File: config.mk
export PLATFORM = sky130hd
export DESIGN_NAME = single_wire_sensor_frame_reader
export DESIGN_NICKNAME = d
export VERILOG_FILES = /design/src/rtl/swsfr_pkg.sv /design/src/rtl/single_wire_sensor_frame_reader.sv
export SDC_FILE = /design/constraint.sdc
export NUM_CORES = 1
export LEC_CHECK = 0
export CORE_MARGIN = 8
export CORE_UTILIZATION = 45
export CTS_CLUSTER_SIZE = 10
export DETAILED_ROUTE_END_ITERATION = 7
export DONT_BUFFER_PORTS = 1
export GPL_TIMING_DRIVEN = 0
export PLACE_DENSITY_LB_ADDON = 0.15
export REMOVE_ABC_BUFFERS = 1
export SLEW_MARGIN = 15
export SYNTH_ARGS = -nofsm -noshare
export SYNTH_HDL_FRONTEND = slang
export SYNTH_SLANG_ARGS = --single-unit
File: constraint.sdc
create_clock -name clk -period 4.8 [get_ports clk]
set_input_delay 1.2 -clock clk [delete_from_list [all_inputs] [get_ports clk]]
set_output_delay 1.2 -clock clk [all_outputs]
set_load 0.005 [all_outputs]
File: src/rtl/swsfr_pkg.sv
// ----------------------------------------------------------------------------
// swsfr_pkg
// Types and constants for the single-wire sensor frame reader.
// ----------------------------------------------------------------------------
package swsfr_pkg;

  localparam int TICK_COUNTER_BITS_DEFAULT = 16;
  localparam int FRAME_BITS = 40;
  localparam int CFG_DATA_BITS = 16;
  localparam int CFG_INDEX_BITS = 2;

  // Configuration register indexes.
  localparam logic [CFG_INDEX_BITS-1:0] CFG_START_LOW     = 2'd0;
  localparam logic [CFG_INDEX_BITS-1:0] CFG_RELEASE       = 2'd1;
  localparam logic [CFG_INDEX_BITS-1:0] CFG_TIMEOUT       = 2'd2;
  localparam logic [CFG_INDEX_BITS-1:0] CFG_ONE_THRESHOLD = 2'd3;

  // Reset values of the configuration registers.
  localparam logic [15:0] START_LOW_RESET     = 16'd25000;
  localparam logic [7:0]  RELEASE_RESET       = 8'd30;
  localparam logic [7:0]  TIMEOUT_RESET       = 8'd99;
  localparam logic [7:0]  ONE_THRESHOLD_RESET = 8'd50;

  // Reading status codes.
  localparam logic [1:0] STAT_OK          = 2'd0;
  localparam logic [1:0] STAT_NO_RESPONSE = 2'd1;
  localparam logic [1:0] STAT_BIT_TIMEOUT = 2'd2;
  localparam logic [1:0] STAT_CHECKSUM    = 2'd3;

  typedef enum logic [2:0] {
    PH_IDLE      = 3'd0,
    PH_START_LOW = 3'd1,
    PH_RELEASE   = 3'd2,
    PH_RESP_LOW  = 3'd3,
    PH_RESP_HIGH = 3'd4,
    PH_BIT_LOW   = 3'd5,
    PH_BIT_HIGH  = 3'd6
  } phase_t;

  typedef struct packed {
    logic start_request;
    logic line_level;
  } in_item_t;

  typedef struct packed {
    logic        drive_low;
    logic        busy_res;
    logic        done_res;
    logic [1:0]  status;
    logic [15:0] humidity;
    logic [15:0] temperature;
  } out_item_t;

endpackage

File: src/rtl/single_wire_sensor_frame_reader.sv
// ----------------------------------------------------------------------------
// single_wire_sensor_frame_reader
// Host side of a single-wire temperature/humidity sensor read, one item per
// microsecond tick.
// ----------------------------------------------------------------------------
// Each input item is one tick with the sampled line level and a start request;
// each item yields exactly one result item. The block takes one item per clock
// cycle while the output is not stalled. An accepted item sits in an input
// register; once the result register is empty or being taken, the phase logic
// updates the reader state and writes the result register from that item. The
// input register lets an item be taken while the previous result still waits.
// Configuration is written through a plain write port; the user must write it
// only while idle, as the block itself does not enforce this.
module single_wire_sensor_frame_reader
  import swsfr_pkg::*;
#(
  parameter int TICK_COUNTER_BITS = TICK_COUNTER_BITS_DEFAULT
) (
  input  logic                      clk,
  input  logic                      rst,
  input  logic                      in_valid,
  output logic                      in_ready,
  input  in_item_t                  in_item,
  output logic                      out_valid,
  input  logic                      out_ready,
  output out_item_t                 out_item,
  input  logic                      cfg_write,
  input  logic [CFG_INDEX_BITS-1:0] cfg_index,
  input  logic [CFG_DATA_BITS-1:0]  cfg_data
);

  localparam int TW = TICK_COUNTER_BITS;
  localparam int CW = (TW > 16) ? TW : 16;
  localparam int BCW = $clog2(FRAME_BITS + 1);
  localparam logic [TW-1:0] TICK_MAX = {TW{1'b1}};

  logic [15:0] start_low_ticks;
  logic [7:0]  release_ticks;
  logic [7:0]  timeout_ticks;
  logic [7:0]  one_threshold_ticks;

  phase_t                phase, phase_next;
  logic [TW-1:0]         elapsed_ticks, elapsed_ticks_next;
  logic [BCW-1:0]        bit_count, bit_count_next;
  logic [FRAME_BITS-1:0] received_bits, received_bits_next;
  logic [15:0]           last_humidity, last_humidity_next;
  logic [15:0]           last_temperature, last_temperature_next;

  logic      s1_valid;
  in_item_t  s1_item;
  logic      advance;
  out_item_t res;

  assign advance  = s1_valid && (!out_valid || out_ready);
  assign in_ready = !s1_valid || advance;

  // Configuration registers.
  always_ff @(posedge clk) begin
    if (rst) begin
      start_low_ticks     <= START_LOW_RESET;
      release_ticks       <= RELEASE_RESET;
      timeout_ticks       <= TIMEOUT_RESET;
      one_threshold_ticks <= ONE_THRESHOLD_RESET;
    end else if (cfg_write) begin
      case (cfg_index)
        CFG_START_LOW:     start_low_ticks     <= cfg_data;
        CFG_RELEASE:       release_ticks       <= cfg_data[7:0];
        CFG_TIMEOUT:       timeout_ticks       <= cfg_data[7:0];
        CFG_ONE_THRESHOLD: one_threshold_ticks <= cfg_data[7:0];
        default: ;
      endcase
    end
  end

  // Phase logic for one tick.
  always_comb begin
    phase_t          ph;
    logic [TW-1:0]   e;
    logic [TW-1:0]   e_inc;
    logic [CW-1:0]   start_ext;
    logic [CW-1:0]   start_clamp;
    logic [BCW-1:0]  cnt_inc;
    logic [FRAME_BITS-1:0] bits_shift;
    logic [7:0]      sum;
    logic            bit_val;
    logic            drive;
    logic            done;
    logic [1:0]      stat;

    phase_next            = phase;
    elapsed_ticks_next    = elapsed_ticks;
    bit_count_next        = bit_count;
    received_bits_next    = received_bits;
    last_humidity_next    = last_humidity;
    last_temperature_next = last_temperature;
    drive = 1'b0;
    done  = 1'b0;
    stat  = STAT_OK;

    // A start request while idle begins the hold phase on this same tick.
    if (phase == PH_IDLE && s1_item.start_request) begin
      ph = PH_START_LOW;
      e  = '0;
    end else begin
      ph = phase;
      e  = elapsed_ticks;
    end

    e_inc       = (e == TICK_MAX) ? e : e + TW'(1);
    start_ext   = CW'(start_low_ticks);
    start_clamp = (start_ext > CW'(TICK_MAX)) ? CW'(TICK_MAX) : start_ext;
    cnt_inc     = bit_count + BCW'(1);
    bit_val     = (e > TW'(one_threshold_ticks));
    bits_shift  = {received_bits[FRAME_BITS-2:0], bit_val};
    sum = bits_shift[39:32] + bits_shift[31:24] + bits_shift[23:16] + bits_shift[15:8];

    case (ph)
      PH_START_LOW: begin
        drive = 1'b1;
        if (CW'(e_inc) >= start_clamp) begin
          elapsed_ticks_next = '0;
          phase_next = (release_ticks == 8'd0) ? PH_RESP_LOW : PH_RELEASE;
        end else begin
          phase_next = PH_START_LOW;
          elapsed_ticks_next = e_inc;
        end
      end
      PH_RELEASE: begin
        if (e_inc >= TW'(release_ticks)) begin
          elapsed_ticks_next = '0;
          phase_next = PH_RESP_LOW;
        end else begin
          elapsed_ticks_next = e_inc;
        end
      end
      PH_RESP_LOW: begin
        if (s1_item.line_level) begin
          phase_next = PH_RESP_HIGH;
          elapsed_ticks_next = TW'(1);
        end else begin
          elapsed_ticks_next = e_inc;
        end
        if (elapsed_ticks_next > TW'(timeout_ticks)) begin
          done = 1'b1;
          stat = STAT_NO_RESPONSE;
        end
      end
      PH_RESP_HIGH: begin
        if (!s1_item.line_level) begin
          phase_next = PH_BIT_LOW;
          elapsed_ticks_next = TW'(1);
          bit_count_next = '0;
          received_bits_next = '0;
          if (TW'(1) > TW'(timeout_ticks)) begin
            done = 1'b1;
            stat = STAT_BIT_TIMEOUT;
          end
        end else begin
          elapsed_ticks_next = e_inc;
          if (e_inc > TW'(timeout_ticks)) begin
            done = 1'b1;
            stat = STAT_NO_RESPONSE;
          end
        end
      end
      PH_BIT_LOW: begin
        if (s1_item.line_level) begin
          phase_next = PH_BIT_HIGH;
          elapsed_ticks_next = TW'(1);
        end else begin
          elapsed_ticks_next = e_inc;
        end
        if (elapsed_ticks_next > TW'(timeout_ticks)) begin
          done = 1'b1;
          stat = STAT_BIT_TIMEOUT;
        end
      end
      PH_BIT_HIGH: begin
        if (s1_item.line_level) begin
          elapsed_ticks_next = e_inc;
          if (e_inc > TW'(timeout_ticks)) begin
            done = 1'b1;
            stat = STAT_BIT_TIMEOUT;
          end
        end else begin
          received_bits_next = bits_shift;
          bit_count_next = cnt_inc;
          if (cnt_inc == BCW'(16)) begin
            last_humidity_next = bits_shift[15:0];
          end
          if (cnt_inc == BCW'(32)) begin
            last_temperature_next = bits_shift[15:0];
          end
          if (cnt_inc >= BCW'(FRAME_BITS)) begin
            done = 1'b1;
            stat = (sum == bits_shift[7:0]) ? STAT_OK : STAT_CHECKSUM;
          end else begin
            phase_next = PH_BIT_LOW;
            elapsed_ticks_next = TW'(1);
            if (TW'(1) > TW'(timeout_ticks)) begin
              done = 1'b1;
              stat = STAT_BIT_TIMEOUT;
            end
          end
        end
      end
      default: begin
        phase_next = PH_IDLE;
      end
    endcase

    if (done) begin
      phase_next = PH_IDLE;
      elapsed_ticks_next = '0;
    end

    res.drive_low   = drive;
    res.busy_res    = (phase_next != PH_IDLE);
    res.done_res    = done;
    res.status      = stat;
    res.humidity    = last_humidity_next;
    res.temperature = last_temperature_next;
  end

  // Control and reader state.
  always_ff @(posedge clk) begin
    if (rst) begin
      s1_valid         <= 1'b0;
      out_valid        <= 1'b0;
      phase            <= PH_IDLE;
      elapsed_ticks    <= '0;
      bit_count        <= '0;
      received_bits    <= '0;
      last_humidity    <= '0;
      last_temperature <= '0;
    end else begin
      if (in_ready) begin
        s1_valid <= in_valid;
      end
      if (advance) begin
        out_valid        <= 1'b1;
        phase            <= phase_next;
        elapsed_ticks    <= elapsed_ticks_next;
        bit_count        <= bit_count_next;
        received_bits    <= received_bits_next;
        last_humidity    <= last_humidity_next;
        last_temperature <= last_temperature_next;
      end else if (out_ready) begin
        out_valid <= 1'b0;
      end
    end
  end

  // Payload registers.
  always_ff @(posedge clk) begin
    if (in_valid && in_ready) begin
      s1_item <= in_item;
    end
    if (advance) begin
      out_item <= res;
    end
  end

  a_done_not_busy: assert property (@(posedge clk) disable iff (rst)
    out_valid && out_item.done_res |-> !out_item.busy_res)
    else $error("finished reading still reported busy");

  a_status_only_on_done: assert property (@(posedge clk) disable iff (rst)
    out_valid && !out_item.done_res |-> out_item.status == STAT_OK)
    else $error("nonzero status without a finished reading");

  a_drive_while_busy: assert property (@(posedge clk) disable iff (rst)
    out_valid && out_item.drive_low |-> out_item.busy_res)
    else $error("line driven low outside a reading");

  a_idle_counter_clear: assert property (@(posedge clk) disable iff (rst)
    phase == PH_IDLE |-> elapsed_ticks == '0)
    else $error("tick counter not cleared while idle");

  a_bit_count_range: assert property (@(posedge clk) disable iff (rst)
    bit_count <= BCW'(FRAME_BITS))
    else $error("bit count beyond frame length");

endmodule

Yosys cells after proc, flatten, opt, wreduce, memory -nomap -nowiden. Cells that the tools add are included.

Reductions and logical operators: 20. $lt $le $gt $ge: 9. Multiplexer cells: 57. Add/sub/neg operators: 5. Equal/unequal tests: 16.

Operators by type and width (number): 2-to-1 mux 16 bit (18); one-hot mux 16 bit (6 select lines) (1); 2-to-1 mux 39 bit (2); one-hot mux 39 bit (2 select lines) (1); greater-than comparator 16 x 8 -> 1 bit (4); adder 8 bit (3); 2-to-1 mux 3 bit (8); one-hot mux 3 bit (6 select lines) (1); adder 16 x 1 -> 16 bit (second input constant) (1); equality test 16 bit (second input constant) (1); greater-or-equal comparator 16 bit (1); greater-or-equal comparator 16 x 8 -> 1 bit (1); greater-than comparator 16 bit (second input constant) (1); 2-to-1 mux 2 bit (8); 2-to-1 mux 1 bit (13); 2-to-1 mux 6 bit (2); one-hot mux 6 bit (2 select lines) (1); equality test 3 bit (second input constant) (3); equality test 8 bit (1); greater-than comparator 1 x 8 -> 1 bit (first input constant) (1); zero test 8 bit (1); one-hot mux 2 bit (4 select lines) (1); AND reduction 2 bit (4); nonzero test 7 bit (1); other kinds (20) (28).

Bits in registers: 177. Word-level logic and storage cells: 127. Output and inout bits: 39.

Depth between registers and ports, before layout.
Depth after elaboration: 12. Gate-level depth with buffers: 24.

Least setup slack after synthesis. Ideal clock, no wire load.

Path kind: flip-flop to flip-flop. Start point: register phase[2]. End point: register elapsed_ticks[0]. Library setup time: 0.070 ns. Period minus slack after synthesis: 4.841 ns. Arrival time: 4.771 ns. Cell stages (with the launch flop): 24. Buffers on the path: 3. Setup slack: -0.041 ns. Cells stage by stage: dfxtp_1 clkbuf_1 nor3_1 nand2_1 clkbuf_1 and2_1 ha_1 and3_1 nand3_1 or3_1 clkbuf_1 nand2_1 nor2_1 and3_1 xnor2_1 ha_1 a21o_1 a21oi_1 o211ai_1 nand2_1 nor4b_1 o221ai_2 or4_1 a21oi_1.

RTL lines: start, declared (RTL line single_wire_sensor_frame_reader.sv:42) `phase_t phase, phase_next;`; start signal, assigned (RTL line single_wire_sensor_frame_reader.sv:242) `phase <= phase_next;`; end signal, assigned (RTL line single_wire_sensor_frame_reader.sv:243) `elapsed_ticks <= elapsed_ticks_next;`; end, declared (RTL line single_wire_sensor_frame_reader.sv:43) `logic [TW-1:0] elapsed_ticks, elapsed_ticks_next;`.

Worst setup path after layout.
Start point: register phase[1]. End point: register elapsed_ticks[0].

Longest elaborated chain between the ends: 12.

RTL lines: zero test 3 bit (RTL line single_wire_sensor_frame_reader.sv:101) `if (phase == PH_IDLE && s1_item.start_request) begin`; logical AND 1 bit (RTL line single_wire_sensor_frame_reader.sv:101); 2-to-1 mux 16 bit (RTL line single_wire_sensor_frame_reader.sv:101); adder 16 x 1 -> 16 bit / equality test 16 bit (equally long branches) (RTL line single_wire_sensor_frame_reader.sv:109) `e_inc = (e == TICK_MAX) ? e : e + TW'(1);`; 2-to-1 mux 16 bit (RTL line single_wire_sensor_frame_reader.sv:109); 2-to-1 mux 16 bit (RTL line single_wire_sensor_frame_reader.sv:137, single_wire_sensor_frame_reader.sv:167); 2-to-1 mux 16 bit (RTL line single_wire_sensor_frame_reader.sv:117) `case (ph)`; greater-than comparator 16 x 8 -> 1 bit (on tied branches) (RTL line single_wire_sensor_frame_reader.sv:173, single_wire_sensor_frame_reader.sv:143); 2-to-1 mux 1 bit (on tied branches) (RTL line single_wire_sensor_frame_reader.sv:173, single_wire_sensor_frame_reader.sv:143); one-hot mux 1 bit (4 select lines) (RTL line single_wire_sensor_frame_reader.sv:117); inequality test 4 bit (no source line) / nonzero test 7 bit (equally long branches); AND reduction 3 bit (no source line).

Parallel ways exist; a longest one is shown, timed or not. The select of a mux whose other input is x is not followed. A chain may end at the register's enable or synchronous reset.

==> flow_summary.json <==
{
  "grt_start_max_net_pins": 126,
  "routabilityCongestion": 0.869,
  "p_per_area_nw_per_um2": 301,
  "firstDrtPassIters": 5,
  "routed_wl_mm": 22.2,
  "post-route-period-util_pct": 95.7,
  "io_pins": 64,
  "gr-usage-all-layers_pct": 17.3,
  "pwr-share-comb_pct": 5.4,
  "dp_hpwl_mm": 15.3,
  "clk_latency_ns": 0.43,
  "period_needed_ns": 4.59,
  "setup_viol": 0,
  "drc": 0,
  "maxCapViolations": 0,
  "drtAntennaViolNets": 0,
  "cts.sinks": 177,
  "tns_ns": 0,
  "die_h_um": 160,
  "layout.nets": 1138,
  "syn_inst": 1064,
  "port_buffers": 0,
  "final_cells": 1329,
  "synth_area_um2": 9370,
  "grt_pass1_vias": 6872,
  "max_freq_mhz": 218,
  "synth-edff-count": 39,
  "crit_fanout": 20,
  "hold_class": "flip-flop to flip-flop",
  "synth_top_family_by_area": "simple AND/OR/NAND/NOR gates",
  "rows": 53,
  "wire_per_inst_um": 16.7,
  "avgViaCountPerCell": 5.57,
  "ys_types": 60,
  "yosysSeqAreaShare_pct": 42.0,
  "hold_start": "start_low_ticks[1]",
  "dp.cells": 1286,
  "min_to": "start_low_ticks[1]",
  "clk_pin_slew_ns": 0.07,
  "async_flop_share_pct": 0,
  "irDropWorstVdd_mv": 0.209,
  "p_int_w": 0.00235,
  "start_kind": "flip-flop",
  "synth_compound_area_share_pct": 13.5,
  "avgSynthCellArea_um2": 8.81,
  "multi_input_area_um2": 5150,
  "holdPathStages": 2,
  "drive_gt1_share_pct": 11.4,
  "ff2ff_setup_slack_ns": 0.21,
  "h-tree-depth": 4,
  "syn2layout_area_growth_pct": 12.1,
  "yosysWarningCount": 0,
  "slew_viol_final": 0,
  "synthXorXnorAreaFrac_pct": 2.90,
  "synth_top_area_cell": "dfxtp_1",
  "synth_fa_ha_area_share_pct": 10.7,
  "cp-end-kind": "flip-flop",
  "diodes": 0,
  "cts_root_buf": "clkbuf_16",
  "pwr-share-clk_pct": 43.9,
  "slew_headroom_pct": 23.3,
  "seqPwrFrac_pct": 50.7,
  "critPathKind": "flip-flop to flip-flop",
  "die-width_um": 160,
  "r2r_cells": 20,
  "core_area_um2": 20800,
  "switching_share_pct": 25.7,
  "start_util_pct": 45.2,
  "rr_endpoint": "elapsed_ticks[0]",
  "vias": 7396,
  "cp.required_ns": 5.16,
  "fillCellCount": 1935,
  "leakage_nw": 4.18,
  "antenna_found_initial": 0,
  "synthFlopType": "dfxtp_1",
  "die_area_um2": 25700,
  "arrival_ns": 4.95,
  "outcome": "finished clean",
  "finalPower_w": 0.00316,
  "grt_overflow_total": 0,
  "synthTopCellsByArea": "dfxtp_1, edfxtp_1, ha_1, nand2_1, a21oi_1",
  "grt_pass1_wl_mm": 36.5,
  "hold_violations": 0,
  "rsz0062_at_grt": "no",
  "cts_tree": "built",
  "synth_top_area_share_pct": 29.5,
  "p_sw_w": 0.000813,
  "r2r-start": "phase[1]",
  "drt_iter0_markers": 472,
  "tightest_slew_ns": 1.15,
  "seq_area_um2": 3950,
  "fin_worst_skew_ns": 0.0110,
  "cts_max_path_buffers": 2,
  "ys_ff_latch": 177,
  "synthMuxAreaShare_pct": 4.15,
  "cts_made_buffers": 17,
  "synth-simple-area-share_pct": 22.1
}
## cells in the mapped netlist, types with 4 or more instances
cell type / count
mux2i_1: 4
nor4_1: 8
clkbuf_1: 51
and3_1: 9
nand4_1: 12
edfxtp_1: 39
nand3_1: 57
nor2_1: 107
nor3b_1: 4
nand2_1: 136
nand3b_1: 6
a21oi_1: 96
and2_1: 7
and4_1: 5
nor2b_1: 15
xor2_1: 10
o21ai_0: 27
ha_1: 58
buf_1: 7
nor3_1: 44
dfxtp_1: 138
or2_2: 4
o211ai_1: 4
inv_1: 53
xnor2_1: 21
a211o_1: 9
nand2b_1: 10
a21o_1: 11
a211oi_1: 6
a32o_1: 15
o32ai_1: 4
fa_1: 14
a31oi_1: 6
mux2_2: 31
## registers in the layout, summed over array words and instances (netlist names), 2 cells and up
name	count
s1_item	2
release_ticks	8
timeout_ticks	8
one_threshold_ticks	8
received_bits	39
start_low_ticks	16
elapsed_ticks	16
last_temperature	16
last_humidity	16
out_item	37
phase	3
bit_count	6
## final cells by class
cell class	count	share of cell area, %
repair buffers	20	2.67
multi-input cells	772	49.0
clock buffers	18	4.08
inverters	53	1.92
flip-flops and latches	177	37.5
well taps	275	3.27
clock inverters	14	1.52
## kinds of logic after synthesis
group                    count (synthesis)
AND/OR/NAND/NOR                        436
AO/OA/AOI/OAI                          198
flip-flops                             177
buffers and inverters                  115
adder cells (fa/ha/maj)                 72
multiplexers                            35
XOR/XNOR                                31
## cell usage in the layout (no fill, tap or decap), types with 10 or more instances in the layout
master,instances
inv_1,52
nand3_1,57
a32o_1,15
o21ai_0,26
clkbuf_16,17
nand2_1,133
nand4_1,12
mux2_2,31
nor3_1,43
ha_1,56
nor2b_1,15
fa_1,14
dfxtp_1,135
buf_4,10
nor2_1,105
xnor2_1,19
edfxtp_1,39
a21oi_1,95
a21o_1,11
xor2_1,10
## through the flow
| stage | hold WS [ns] | setup slack (ns) | utilization (%) | cell area, um2 |
|---|---|---|---|---|
| 3_5_place_dp | 0.441 | -1.62 | 46.6 | 9670 |
| 2_1_floorplan | 0.430 | -0.734 | - | 9130 |
| 5_1_grt | 0.476 | 0.0165 | 50.6 | 10500 |
| 4_1_cts | 0.451 | 0.0362 | 50.2 | 10400 |
| 6_report | 0.452 | 0.208 | 50.6 | 10500 |
| 3_3_place_gp | 0.439 | -2.74 | 45.7 | 9480 |
## how the worst max path moves through the flow
| stage | startpoint | to | slack (ns) | cells after the start |
|---|---|---|---|---|
| finish | phase[1] | elapsed_ticks[0] | 0.21 | 20 |
| global route | phase[1] | elapsed_ticks[0] | 0.02 | 20 |
| CTS | phase[2] | elapsed_ticks[0] | 0.04 | 20 |
| detailed placement | phase[1] | elapsed_ticks[10] | -1.62 | 20 |
| global placement | phase[1] | elapsed_ticks[2] | -2.74 | 19 |
| floorplan | phase[1] | elapsed_ticks[10] | -0.73 | 20 |
## critical path, cell delays in order, from the launching register on
cell and delay, ns:
dfxtp_4 0.35, buf_12 0.15, nor3_4 0.15, nand2_2 0.10
and2_4 0.18, ha_2 0.20, and3_1 0.22, nand3_1 0.11
or3_4 0.18, nand3_1 0.12, or2_2 0.32, xor2_1 0.17
nor2_2 0.27, ha_4 0.25, a211oi_2 0.20, o21ai_0 0.11
a41o_1 0.27, a211oi_4 0.45, a221oi_2 0.14, or4_1 0.42
a21oi_1 0.14
## power groups by stage
stage / combinational [W] / sequential (W) / clock, W
after floorplan: 0.000126 / 0.00163 / 0
after detailed placement: 0.000165 / 0.00164 / 0
after global placement: 0.000159 / 0.00164 / 0
final: 0.000170 / 0.00160 / 0.00139
after global routing: 0.000193 / 0.00161 / 0.00149
after CTS: 0.000169 / 0.00160 / 0.00143
## routing by layer
layer / track usage [%] / vias up / share of wire (%) / routed length [um]
met5: 0 / - / 0 / 0
met4: 4.50 / 0 / 1.2 / 265
met3: 3.33 / 18 / 3.6 / 809
met2: 25.8 / 136 / 45 / 9900
met1: 25.1 / 3529 / 51 / 11200
li1: - / 3713 / - / -
## repair_timing
action,4_1_cts,5_1_grt
resized for setup,15,13
setup endpoints to repair,23,21
hold buffers,0,0
buffers inserted,7,3
cloned,1,0
pin swaps,3,5
(Power assumes the default switching activity.)
